--- src/sv/hcr_pkg.sv ---
package hcr_pkg;

   // Line store geometry.
   localparam int MaxWidth = 2048;
   localparam int ColW     = $clog2(MaxWidth);

   // Field widths.
   localparam int FwW     = 12;
   localparam int KW      = 16;
   localparam int RespW   = 48;
   localparam int MomentW = 61;

   // Configuration register indexes.
   localparam logic CsrFrameWidth = 1'b0;
   localparam logic CsrCornerK    = 1'b1;

   // One classified pixel passed from the front to the back.
   typedef struct packed {
      logic [7:0]      gray;
      logic [ColW-1:0] col;
      logic            valid;
      logic            last;
   } hcr_item_type;

endpackage

--- src/sv/hcr_queue.sv ---
module hcr_queue import hcr_pkg::*; (
   input  logic         clock,
   input  logic         reset,
   input  logic         push,
   input  hcr_item_type push_item,
   input  logic         pop,
   output hcr_item_type pop_item,
   output logic         full,
   output logic         empty
);

   hcr_item_type slot_ff [2];
   logic         wptr_ff, rptr_ff;
   logic [1:0]   count_ff;

   assign full     = (count_ff == 2'd2);
   assign empty    = (count_ff == 2'd0);
   assign pop_item = slot_ff[rptr_ff];

   // Two-entry circular queue.
   always_ff @(posedge clock) begin
      if (reset) begin
         wptr_ff  <= 1'b0;
         rptr_ff  <= 1'b0;
         count_ff <= 2'd0;
      end else begin
         if (push) begin
            wptr_ff <= !wptr_ff;
         end
         if (pop) begin
            rptr_ff <= !rptr_ff;
         end
         count_ff <= count_ff + 2'(push) - 2'(pop);
      end
   end

   always_ff @(posedge clock) begin
      if (push) begin
         slot_ff[wptr_ff] <= push_item;
      end
   end

endmodule

--- config.mk ---
export PLATFORM = sky130hd
export DESIGN_NAME = hcr_queue
export DESIGN_NICKNAME = d
export VERILOG_FILES = /design/src/sv/hcr_pkg.sv /design/src/sv/hcr_queue.sv
export SDC_FILE = /design/constraint.sdc
export NUM_CORES = 1
export LEC_CHECK = 0
export CORE_MARGIN = 4
export CORE_UTILIZATION = 48
export CTS_CLUSTER_DIAMETER = 200
export DETAILED_ROUTE_END_ITERATION = 12
export DONT_BUFFER_PORTS = 1
export HOLD_SLACK_MARGIN = 0.06
export SLEW_MARGIN = 5
export SYNTH_ARGS = -nofsm -noshare
export SYNTH_HDL_FRONTEND = slang
export SYNTH_SLANG_ARGS = --single-unit
--- constraint.sdc ---
create_clock -name clock -period 3.67 [get_ports clock]
set_input_delay 0.5505 -clock clock [delete_from_list [all_inputs] [get_ports clock]]
set_output_delay 0.5505 -clock clock [all_outputs]
set_load 0.02 [all_outputs]
==> Word level (Yosys, flattened, before mapping) <==
Memory sizes are Yosys's and may differ from the RTL's. A register that Yosys moved wholly into a read port is not among the register bits.
Cells that the tools add are included.
W data, S select, Z words.
{ "word_totals": {"regBits": 4, "mem_bits_rw": 42, "output_inout_bits": 23, "memories": 1} }
{ "op_classes": {"addsub": 2, "n_eq_ne": 1, "muxes": 4, "reduce_logical": 3} }
{ "mem_list": {"columns": ["memory", "depth", "width", "rd", "rd_clocked_by_memory_dff", "wr", "line_no", "text"], "rows": [
  ["slot_ff", 2, 21, 1, 1, 1, "hcr_queue.sv:12", "hcr_item_type slot_ff [2];"]
]} }
{ "op_table": {"columns": ["op", "count"], "rows": [
  ["$mux W1", 4],
  ["$add A2 B1 Y2", 1],
  ["$eq A2 B2 Y1 const B", 1],
  ["$logic_not A1 Y1", 2],
  ["$logic_not A2 Y1", 1],
  ["$sub A2 B1 Y2", 1]
]} }

==> Longest topological paths before layout <==
{ "logic_depth": {"ltp_word": 3, "ltp_mapped": 6, "ltp_nobuf": 6} }

==> Least setup slack after synthesis <==
OpenSTA, ideal clock, no wires.
{ "synth_timing": {"path_kind": "input -> register", "start": "in push", "end": "mem slot_ff[0][0] (netlist bit), enable pin", "setup_ns": 0.401, "t_arrival_ns": 1.528, "setup_slack_ns": 1.741, "cell_stages": 1, "path_cell_list": "nor2b_1"} }
{ "synth_between": {"elab_chain_cells": 2} }
{ "synth_rtl": {"columns": ["item", "line_no", "text"], "rows": [
  ["from (decl)", "hcr_queue.sv:4", "input logic push,"],
  ["$mux W1", "hcr_queue.sv:38", "if (push) begin"],
  ["$mux W1 (implied by the code)", "hcr_queue.sv:39", "slot_ff[wptr_ff] <= push_item;"],
  ["to (decl)", "hcr_queue.sv:12", null]
]} }
Every way passes these cells.

==> results.yml <==
yosys:
  syn_inst: 86
  synth_area_leaders: "edfxtp_1, mux2_2, dfxtp_1, ha_1, buf_6"
  synth_top_area_share: 0.726
  yosys.area.top_type: "edfxtp_1"
  syn_avg_cell_area_um2: 20.2
  synthDistinctLibCells: 11
  yosysWarnings: 0
  synthFlopType: "edfxtp_1"
  synth_common_cells: "edfxtp_1, mux2_2, dfxtp_1, nor2_1, nor2b_1"
  yosysSeqAreaShare: 0.784
  yosysMostFrequentCell: "edfxtp_1"
  synth_edf_count: 42
  synthArstFlopShare: 0
  synth_fp_nets: 113
  ys_ff_latch: 47
  synthesis.area_um2: 1740
power_and_ir_drop:
  power_density_nw_per_um2: 601
  vdd_drop_max_mv: 0.341
  p_leak_nw: 0.627
clocking:
  clkLatencyLatePin_ns: 0.35
  cts_root_buf: "clkbuf_4"
  clk_pin_slew_ns: 0.13
  htreeDepth: 2
  cts_setup_buffers: 0
  cts.sinks: 47
  cts_tree: "built"
  postCtsHoldBufs: 0
  ctsResizeCount: 0
  cts_inserted_buffers: 5
  clk_path_buf_depth: 2
timing:
  hold_viol: 0
  final_max_slew_viol_count: 0
  max_freq_mhz: 430
  min_period_ns: 2.32
  fin_skew_ns: 0.0108
  period_share: 0.633
  worst_slew_margin_rel: 0.284
  worst_slew_pin_slew_ns: 1.07
  fin_tns_setup_ns: 0
  setup_violations: 0
  whs_ns: 0.246
  rsz0062_at_grt: "false"
detailed_routing:
  dr.pass1.iters: 3
  remaining_drc_errors: 0
  wl_per_cell_um: 17.5
  avgViaCountPerCell: 5.18
  drtAntennaViolNets: 0
  drt_wl_total_mm: 2.41
  drtIter0Drc: 24
  via_count: 715
setup_path:
  slowest_stage: "dfxtp_1"
  required_ns: 3.12
  crit_buf_inv: 0
  path_max_fanout: 21
  start_kind: "flip-flop"
  arrival_ns: 1.77
  slowest_delay_ns: 0.94
  path_cells: "mux2_2"
  critPathCaptureType: "primary output"
  crit_type: "reg2out"
  cpLargestDelayFamily: "flip-flops"
floorplanning:
  io_pins: 48
  die-area_um2: 4640
  row_count: 21
  fp.dieH_um: 68.2
  start_util: 0.508
  die_x_um: 68.2
  core-area_um2: 3420
placed_design:
  placed_area_um2: 1770
  io_buffers: 0
  dpl.hpwl_mm: 1.59
  dp.cells: 130
  gp_congestion: 0.609
global_route:
  grt_pass1_wl_mm: 3.69
  gr-total-overflow: 0
  grt_pass1_vias: 785
  track_usage: 0.116
  grt_max_degree: 22
  antenna_found_initial: 0
finish:
  fin_area_um2: 1880
  fin_nets: 118
  area_growth_pct: 8.00
  fillers: 285
  n_antenna_cell: 0
  final_cells: 138
  drive_gt1_frac: 0.315
  utilization: 0.549
job:
  max_cap_viol_count: 0
run_status:
  run_status: "completed"
worst_hold_path:
  hold_class: "in2reg"
## where the power goes
group	switching [mW]	internal [mW]	leakage, nW
Sequential	0.0196	0.623	0.436
Clock	0.152	0.213	0.0525
Combinational	0.0741	0.0460	0.139
Total	0.245	0.882	0.627
## through the flow
stage / power, mW / setup slack [ns]
floorplan: 0.763 / 1.74
global placement: 0.774 / 1.69
detailed placement: 0.779 / 1.67
CTS: 1.14 / 1.26
global route: 1.17 / 1.19
finish: 1.13 / 1.35
## state kept, by name, summed over array words and instances (netlist names), named ones only
name and cells:
count_ff 2, wptr_ff 1, slot_ff 42, rptr_ff 1
## cell usage in the layout (no fill, tap or decap), drive strengths merged
| master | Yosys | layout |
|---|---|---|
| and2 | 1 | 1 |
| dfxtp | 5 | 5 |
| inv | 2 | 2 |
| edfxtp | 42 | 42 |
| mux2 | 21 | 21 |
| clkbuf | 0 | 6 |
| nor2 | 5 | 5 |
| nor2b | 3 | 3 |
| xnor2 | 2 | 2 |
| bufinv | 0 | 2 |
| ha | 2 | 2 |
| xnor3 | 1 | 1 |
## cell type report
cell class,instances,area [µm²],area share
sequential,47,1360,0.726
multi-input combinational,35,348,0.185
clock inverter,2,60.1,0.0320
tap,46,57.6,0.0307
clock buffer,6,41.3,0.0220
inverter,2,7.51,0.00400
## path summary, 6_finish.rpt
| check | start | end | slack, ns | depth (start not counted) |
|---|---|---|---|---|
| setup / recovery | flip-flop | pop_item[1] | 1.35 | 1 |
| hold / removal | reset | rptr_ff | 0.25 | 1 |
| setup reg to reg | wptr_ff | slot_ff[0][19] | 2.10 | 1 |
| hold reg to reg | rptr_ff | rptr_ff | 0.56 | 2 |
## routing by layer
metal / up-vias / global-route usage / part of all wire
li1: 330 / - / -
met1: 348 / 0.116 / 0.37
met2: 30 / 0.190 / 0.49
met3: 7 / 0.0722 / 0.12
met4: 0 / 0.0521 / 0.020
met5: - / 0 / 0
## cells by family (layout without fill, tap and decap cells)
kind of cell | after synthesis | after routing | share of synthesized area
xor gates and xnor gates | 3 | 3 | 0.0231
buffers and inverters | 4 | 10 | 0.0173
DFF | 47 | 47 | 0.784
and+or+nand+nor | 9 | 9 | 0.0252
adders and majority gates | 2 | 2 | 0.0144
muxes | 21 | 21 | 0.136
(Power assumes the default switching activity.)
