**src/sv/hcr_pkg.sv**
```systemverilog
package hcr_pkg;

   // Line store geometry.
   localparam int MaxWidth = 2048;
   localparam int ColW     = $clog2(MaxWidth);

   // Field widths.
   localparam int FwW     = 12;
   localparam int KW      = 16;
   localparam int RespW   = 48;
   localparam int MomentW = 61;

   // Configuration register indexes.
   localparam logic CsrFrameWidth = 1'b0;
   localparam logic CsrCornerK    = 1'b1;

   // One classified pixel passed from the front to the back.
   typedef struct packed {
      logic [7:0]      gray;
      logic [ColW-1:0] col;
      logic            valid;
      logic            last;
   } hcr_item_type;

endpackage

```
**src/sv/hcr_req_if.sv**
```systemverilog
interface hcr_req_if;
   logic       valid;
   logic       ready;
   logic [7:0] red;
   logic [7:0] green;
   logic [7:0] blue;
   logic       frame_start;

   modport source (output valid, red, green, blue, frame_start, input ready);
   modport sink (input valid, red, green, blue, frame_start, output ready);
endinterface

```
**src/sv/hcr_front.sv**
```systemverilog
module hcr_front import hcr_pkg::*; (
   input  logic             clock,
   input  logic             reset,
   hcr_req_if.sink          req_ch,
   input  logic [FwW-1:0]   frame_width,
   input  logic             q_full,
   input  logic             clearing,
   output logic             push,
   output hcr_item_type     item
);

   logic [ColW-1:0] col_ff, col_in, col_cur;
   logic [2:0]      row_ff, row_in, row_cur;
   logic [FwW-1:0]  width_act;
   logic [15:0]     gray_sum;
   logic            last;

   assign req_ch.ready = !q_full && !clearing;
   assign push         = req_ch.valid && req_ch.ready;

   // Counters restart on the first pixel of a frame.
   assign col_cur = req_ch.frame_start ? '0 : col_ff;
   assign row_cur = req_ch.frame_start ? '0 : row_ff;

   // Width of zero acts as one, and widths beyond the line store are clamped.
   always_comb begin
      width_act = frame_width;
      if (frame_width == '0) begin
         width_act = FwW'(1);
      end else if (frame_width > FwW'(MaxWidth)) begin
         width_act = FwW'(MaxWidth);
      end
   end

   assign last = (FwW'(col_cur) + FwW'(1)) >= width_act;

   // Luma conversion with rounding.
   assign gray_sum = 16'd77 * 16'(req_ch.red) + 16'd150 * 16'(req_ch.green)
                   + 16'd29 * 16'(req_ch.blue) + 16'd128;

   assign item.gray  = gray_sum[15:8];
   assign item.col   = col_cur;
   assign item.valid = (col_cur >= ColW'(4)) && (row_cur >= 3'd4);
   assign item.last  = last;

   // Next column and saturating row count.
   always_comb begin
      col_in = col_cur + ColW'(1);
      row_in = row_cur;
      if (last) begin
         col_in = '0;
         if (row_cur < 3'd4) begin
            row_in = row_cur + 3'd1;
         end
      end
   end

   always_ff @(posedge clock) begin
      if (reset) begin
         col_ff <= '0;
         row_ff <= '0;
      end else if (push) begin
         col_ff <= col_in;
         row_ff <= row_in;
      end
   end

endmodule

```
**src/flat_wrapper.sv**
```systemverilog
// flat-port wrapper written by rule: the top's interface ports become plain ports
module hcr_front_flat import hcr_pkg::*;
  (clock, reset, frame_width, q_full, clearing, push, item, req_ch_valid, req_ch_red, req_ch_green, req_ch_blue, req_ch_frame_start, req_ch_ready);
  hcr_req_if req_ch_i ();
  input  logic clock;
  input  logic reset;
  input  logic [FwW-1:0] frame_width;
  input  logic q_full;
  input  logic clearing;
  output logic push;
  output hcr_item_type item;
  input wire logic [$bits(req_ch_i.valid)-1:0] req_ch_valid;
  input wire logic [$bits(req_ch_i.red)-1:0] req_ch_red;
  input wire logic [$bits(req_ch_i.green)-1:0] req_ch_green;
  input wire logic [$bits(req_ch_i.blue)-1:0] req_ch_blue;
  input wire logic [$bits(req_ch_i.frame_start)-1:0] req_ch_frame_start;
  output wire logic [$bits(req_ch_i.ready)-1:0] req_ch_ready;
  assign req_ch_i.valid = req_ch_valid;
  assign req_ch_i.red = req_ch_red;
  assign req_ch_i.green = req_ch_green;
  assign req_ch_i.blue = req_ch_blue;
  assign req_ch_i.frame_start = req_ch_frame_start;
  assign req_ch_ready = req_ch_i.ready;
  hcr_front u_core (.clock(clock), .reset(reset), .req_ch(req_ch_i), .frame_width(frame_width), .q_full(q_full), .clearing(clearing), .push(push), .item(item));
endmodule
```
**config.mk**
```make
export PLATFORM = sky130hd
export DESIGN_NAME = hcr_front_flat
export DESIGN_NICKNAME = d
export VERILOG_FILES = /design/src/sv/hcr_pkg.sv /design/src/sv/hcr_req_if.sv /design/src/sv/hcr_front.sv /design/src/flat_wrapper.sv
export SDC_FILE = /design/constraint.sdc
export NUM_CORES = 1
export LEC_CHECK = 0
export BUFFER_PORTS_ARGS = -buffer_cell sky130_fd_sc_hd__buf_2
export CORE_UTILIZATION = 38
export DETAILED_ROUTE_END_ITERATION = 10
export HOLD_SLACK_MARGIN = 0.06
export SYNTH_ARGS = -nofsm -noshare
export SYNTH_HDL_FRONTEND = slang
export SYNTH_SLANG_ARGS = --single-unit
```
**constraint.sdc**
```tcl
create_clock -name clock -period 16.55 [get_ports clock]
set_input_delay 3.31 -clock clock [delete_from_list [all_inputs] [get_ports clock]]
set_output_delay 3.31 -clock clock [all_outputs]
set_load 0.03 [all_outputs]
```
### After elaboration in Yosys (flattened, before gate mapping)

Index checks and enable logic that the tools add are counted.
Widths: inputs -> output; s select.

* add/subtract/negate cells: 6
* multipliers: 3
* order comparisons: 5
* multiplexer cells: 7
* reduce and logical (&&, ||, !) cells: 6

Operators by type and width (count)
* $mul 7x8->15 const A: 2
* $mux 12: 2
* $mux 11: 2
* $add 15x16->16: 1
* $add 16x13->16: 1
* $add 16x8->16 const B: 1
* $mul 5x8->13 const A: 1
* $add 11x1->12 const B: 1
* $ge 12x12->1: 1
* $gt 12x12->1 const B: 1
* $logic_not 12->1: 1
* $add 11x1->11 const B: 1
* $ge 11x3->1 const B: 1
* $mux 3: 3
* $add 3x1->3 const B: 1
* $ge 3x3->1 const B: 1
* $logic_and 1x1->1: 3
* $lt 3x3->1 const B: 1
* $logic_not 1->1: 2

* register bits: 14
* input port bits: 42
* output and inout bits: 23
* word-level logic and storage cells: 29

### Longest topological paths before layout

* word-level depth: 5
* depth in mapped cells: 25
* depth with buffers taken out: 25

### Worst setup path before layout

OpenSTA, ideal clock, no wires.

* kind: input port to output port
* start: input port req_ch_green[4]
* end: output port item[19] in the netlist's numbering
* data arrival time: 9192 ps
* data required time: 13240 ps
* setup slack: 4048 ps
* stages: 22
* path buffers: 0
* cells stage by stage: ha_1 > ha_1 > inv_1 > fa_1 > fa_1 > inv_1 > ha_1 > xnor2_1 > fa_1 > fa_1 > inv_1 > fa_1 > inv_1 > fa_1 > ha_1 > ha_1 > o21ai_0 > nor2_1 > o2111ai_1 > nand3_1 > a21oi_1 > xnor2_1

RTL lines
* from (decl): line flat_wrapper.sv:14 `input wire logic [$bits(req_ch_i.green)-1:0] req_ch_green;`
* to (decl): line flat_wrapper.sv:11 `output hcr_item_type item;`

==> impl_metrics.ini <==
[timing]
timing.final.crit_period_ns = 13.01
worst_slew_margin_rel_pct = 48.86
final.setup_skew_ns = 0.002246
fmax_mhz = 76.87
hold_violations = 0
finalMaxSlewViolations = 0
setup_repair_after_global_routing_missed_its_margin = no
final_min_period_over_clock_period_pct = 78.61
final-setup-viol-count = 0
worst_pin_slew_ns = 0.7643
setup_total_negative_slack_ns = 0

[cts]
postCtsSetupRepairBufs = 0
worst_skew_pair.late_latency_ns = 0.24
clk_buf_depth = 2
clock_tree.htree_level_count = 1
post_cts_resize_count = 0
cts_tree = done
cts_num_sinks = 14
cts_made_buffers = 3
post_cts_hold_buffer_count = 0
clkSlewWorstSetupHoldPaths_ns = 0.05
clock_tree_root_driver_cell = sky130_fd_sc_hd__clkbuf_16

[critical_path]
critPathBufInv = 6
crit_chain = buf_2 > ha_1 > ha_1 > inv_1 > fa_1 > fa_1 > inv_1 > ha_1 > xnor2_1 > fa_1 > fa_1 > inv_1 > fa_1 > inv_1 > fa_1 > ha_1 > ha_1 > o21ai_0 > nor2_1 > a21oi_1 > nand3_1 > a21oi_1 > xnor2_1 > buf_2
critPathKind = in -> out
crit_top_cell = sky130_fd_sc_hd__fa_1
worst_path_dominant_cell_family = adder cells
crit_path_max_fanout = 4
worst-endpoint-arrival_ns = 9.70
cp_slowest_stage_delay_ns = 0.52
worst_setup_path_end_kind = output pin
critical_path.startpoint_type = input port
required_ns = 13.24
worst_path_max_delay_cell = sky130_fd_sc_hd__fa_1

[routing]
drt-initial-drc-count = 114
drt-total-wl_um = 9046
drc_errors_left = 0
dr_total_vias = 3374
route.detailed.vias_per_inst = 4.933
avgRoutedWirePerCell_um = 13.23
detail-route-antenna-nets = 0
drtPass1Iterations = 6

[layout]
drive_above_1_share_pct = 14.52
n_antenna_cell = 0
areaGrowthSynthToFinish_pct = 12.41
finalNetCount = 753

[synthesis]
synth_enable_flop_cells = 0
synth.yosys.warnings = 0
synth_top_flop_cell = sky130_fd_sc_hd__dfxtp_1
average_instance_area_after_synthesis_sq_um = 9.161
synth_cell_type_count = 51
syn-cell-area_sq_um = 4415
synth.yosys.seq_area_share_pct = 6.347
post_synth_inst_count = 482
synth_nets = 689
postSynthRegisterBits = 14
ys_async_sr_fraction_pct = 0

[place]
numPortBuffers = 64
gp_routability_congestion = 0.8345
dp_hpwl_um = 8268

[global_route]
wire_length_of_the_first_global_routing_pass_um = 15680
grt_max_degree = 17
gr-total-overflow = 0
grt_use_total_pct = 16.21
antenna_found_initial = 0
grt_pass1_vias = 3430

[job]
max-cap-violations = 0

[floorplanning]
chipHeight_um = 109.8
core.rowCount = 38
coreArea_sq_um = 11080
starting_utilization_of_the_core_area_pct = 39.86
dieArea_sq_um = 12050
io_pins = 65
floorplan.die.width_um = 109.8

[hold_path]
hold_crit_path_type = reg -> reg

[status]
outcome = completed
layer usage:
metal | vias up | track usage (%) | wire (um)
li1 | 1713 | - | -
met1 | 1592 | 22.41 | 4322
met2 | 67 | 28.75 | 4447
met3 | 2 | 1.423 | 267
met4 | 0 | 0.5714 | 8
met5 | - | 0 | 0
cells in the mapped netlist (2+ instances only):
cell type | number | area share, %
sky130_fd_sc_hd__and3_1 | 8 | 1.1
sky130_fd_sc_hd__nand3_1 | 4 | 0.45
sky130_fd_sc_hd__a22o_1 | 10 | 2.0
sky130_fd_sc_hd__clkbuf_1 | 4 | 0.34
sky130_fd_sc_hd__o21ai_0 | 9 | 1.0
sky130_fd_sc_hd__a21oi_1 | 17 | 1.9
sky130_fd_sc_hd__nor4_1 | 6 | 0.85
sky130_fd_sc_hd__ha_1 | 110 | 31
sky130_fd_sc_hd__inv_1 | 110 | 9.4
sky130_fd_sc_hd__xnor2_1 | 15 | 3.0
sky130_fd_sc_hd__fa_1 | 55 | 25
sky130_fd_sc_hd__nand4_1 | 4 | 0.57
sky130_fd_sc_hd__nand2_1 | 21 | 1.8
sky130_fd_sc_hd__xor2_1 | 13 | 2.6
sky130_fd_sc_hd__a31oi_1 | 3 | 0.43
sky130_fd_sc_hd__o31ai_1 | 2 | 0.34
sky130_fd_sc_hd__nand2b_1 | 3 | 0.43
sky130_fd_sc_hd__nor2_1 | 23 | 2.0
sky130_fd_sc_hd__nor2b_1 | 12 | 1.7
sky130_fd_sc_hd__o21bai_1 | 6 | 1.0
sky130_fd_sc_hd__dfxtp_1 | 14 | 6.3
sky130_fd_sc_hd__a211oi_1 | 4 | 0.68
cells in the final DEF (no fill, tap or decap), types with 10 or more instances in the layout:
master,Yosys,final
sky130_fd_sc_hd__a21oi_1,17,17
sky130_fd_sc_hd__a22o_1,10,10
sky130_fd_sc_hd__buf_2,0,64
sky130_fd_sc_hd__dfxtp_1,14,14
sky130_fd_sc_hd__fa_1,55,55
sky130_fd_sc_hd__ha_1,110,110
sky130_fd_sc_hd__inv_1,110,110
sky130_fd_sc_hd__nand2_1,21,21
sky130_fd_sc_hd__nor2_1,23,23
sky130_fd_sc_hd__nor2b_1,12,12
sky130_fd_sc_hd__xnor2_1,15,15
sky130_fd_sc_hd__xor2_1,13,13
logic make-up (layout without fill, tap and decap cells):
group | Yosys count | count (layout) | share of synthesized area, %
adder cells (fa/ha/maj) | 165 | 165 | 56.11
buffers and inverters | 115 | 177 | 9.861
AND/OR/NAND/NOR | 93 | 93 | 11.31
AO/OA/AOI/OAI | 67 | 67 | 10.82
XOR/XNOR | 28 | 28 | 5.554
flip-flops | 14 | 14 | 6.347
state kept, by name, indices dropped and copies added, names as in the netlist:
| register | cells |
|---|---|
| u_core.col_ff | 11 |
| u_core.row_ff | 3 |
stage by stage:
step / hold slack [ns] / std cells / cell area [sq um] / setup slack, ns / utilization (%)
finish: 0.4688 / 684 / 4964 / 3.541 / 44.80
global route: 0.5045 / 684 / 4964 / 3.157 / 44.80
CTS: 0.4691 / 684 / 4964 / 3.492 / 44.80
detailed placement: 0.4633 / 681 / 4888 / 3.519 / 44.13
global placement: 0.4528 / 681 / 4888 / 3.562 / 44.13
floorplan: 0.4339 / 482 / 4415 / 4.048 / -
layout make-up:
class	instances	area, sq um
multi-input combinational	353	3700
sequential	14	280.3
tap	140	175.2
clock buffer	3	75.07
inverter	110	412.9
timing repair buffer	64	320.3
fill	1096	6115
worst reg2reg max path: stages (launching register included):
cell	delay, ns
sky130_fd_sc_hd__dfxtp_1	0.34
sky130_fd_sc_hd__nand2_1	0.08
sky130_fd_sc_hd__inv_1	0.14
sky130_fd_sc_hd__ha_1	0.24
sky130_fd_sc_hd__nand4_1	0.11
sky130_fd_sc_hd__nor3b_1	0.32
sky130_fd_sc_hd__and3_1	0.24
sky130_fd_sc_hd__and3_1	0.17
sky130_fd_sc_hd__xor2_1	0.22
sky130_fd_sc_hd__ha_1	0.30
sky130_fd_sc_hd__a211oi_2	0.24
sky130_fd_sc_hd__nand2_2	0.11
sky130_fd_sc_hd__o22ai_1	0.26
sky130_fd_sc_hd__a21oi_4	0.12
sky130_fd_sc_hd__nor3b_4	0.44
sky130_fd_sc_hd__a22o_1	0.23
final timing paths:
check             slack (ns)  depth (start not counted)                          start                       endpoint
hold reg to reg         0.47                          2  u_core.col_ff[0]$_SDFFE_PP0P_  u_core.col_ff[0]$_SDFFE_PP0P_
setup / recovery        3.54                         24                req_ch_green[4]                       item[19]
setup reg to reg       12.93                         15  u_core.col_ff[0]$_SDFFE_PP0P_  u_core.col_ff[6]$_SDFFE_PP0P_
hold / removal          0.47                          2  u_core.col_ff[0]$_SDFFE_PP0P_  u_core.col_ff[0]$_SDFFE_PP0P_
Power is left out: the tool's default activity adds up to more than one toggle a clock period on the data nets, which glitch-free logic cannot reach.
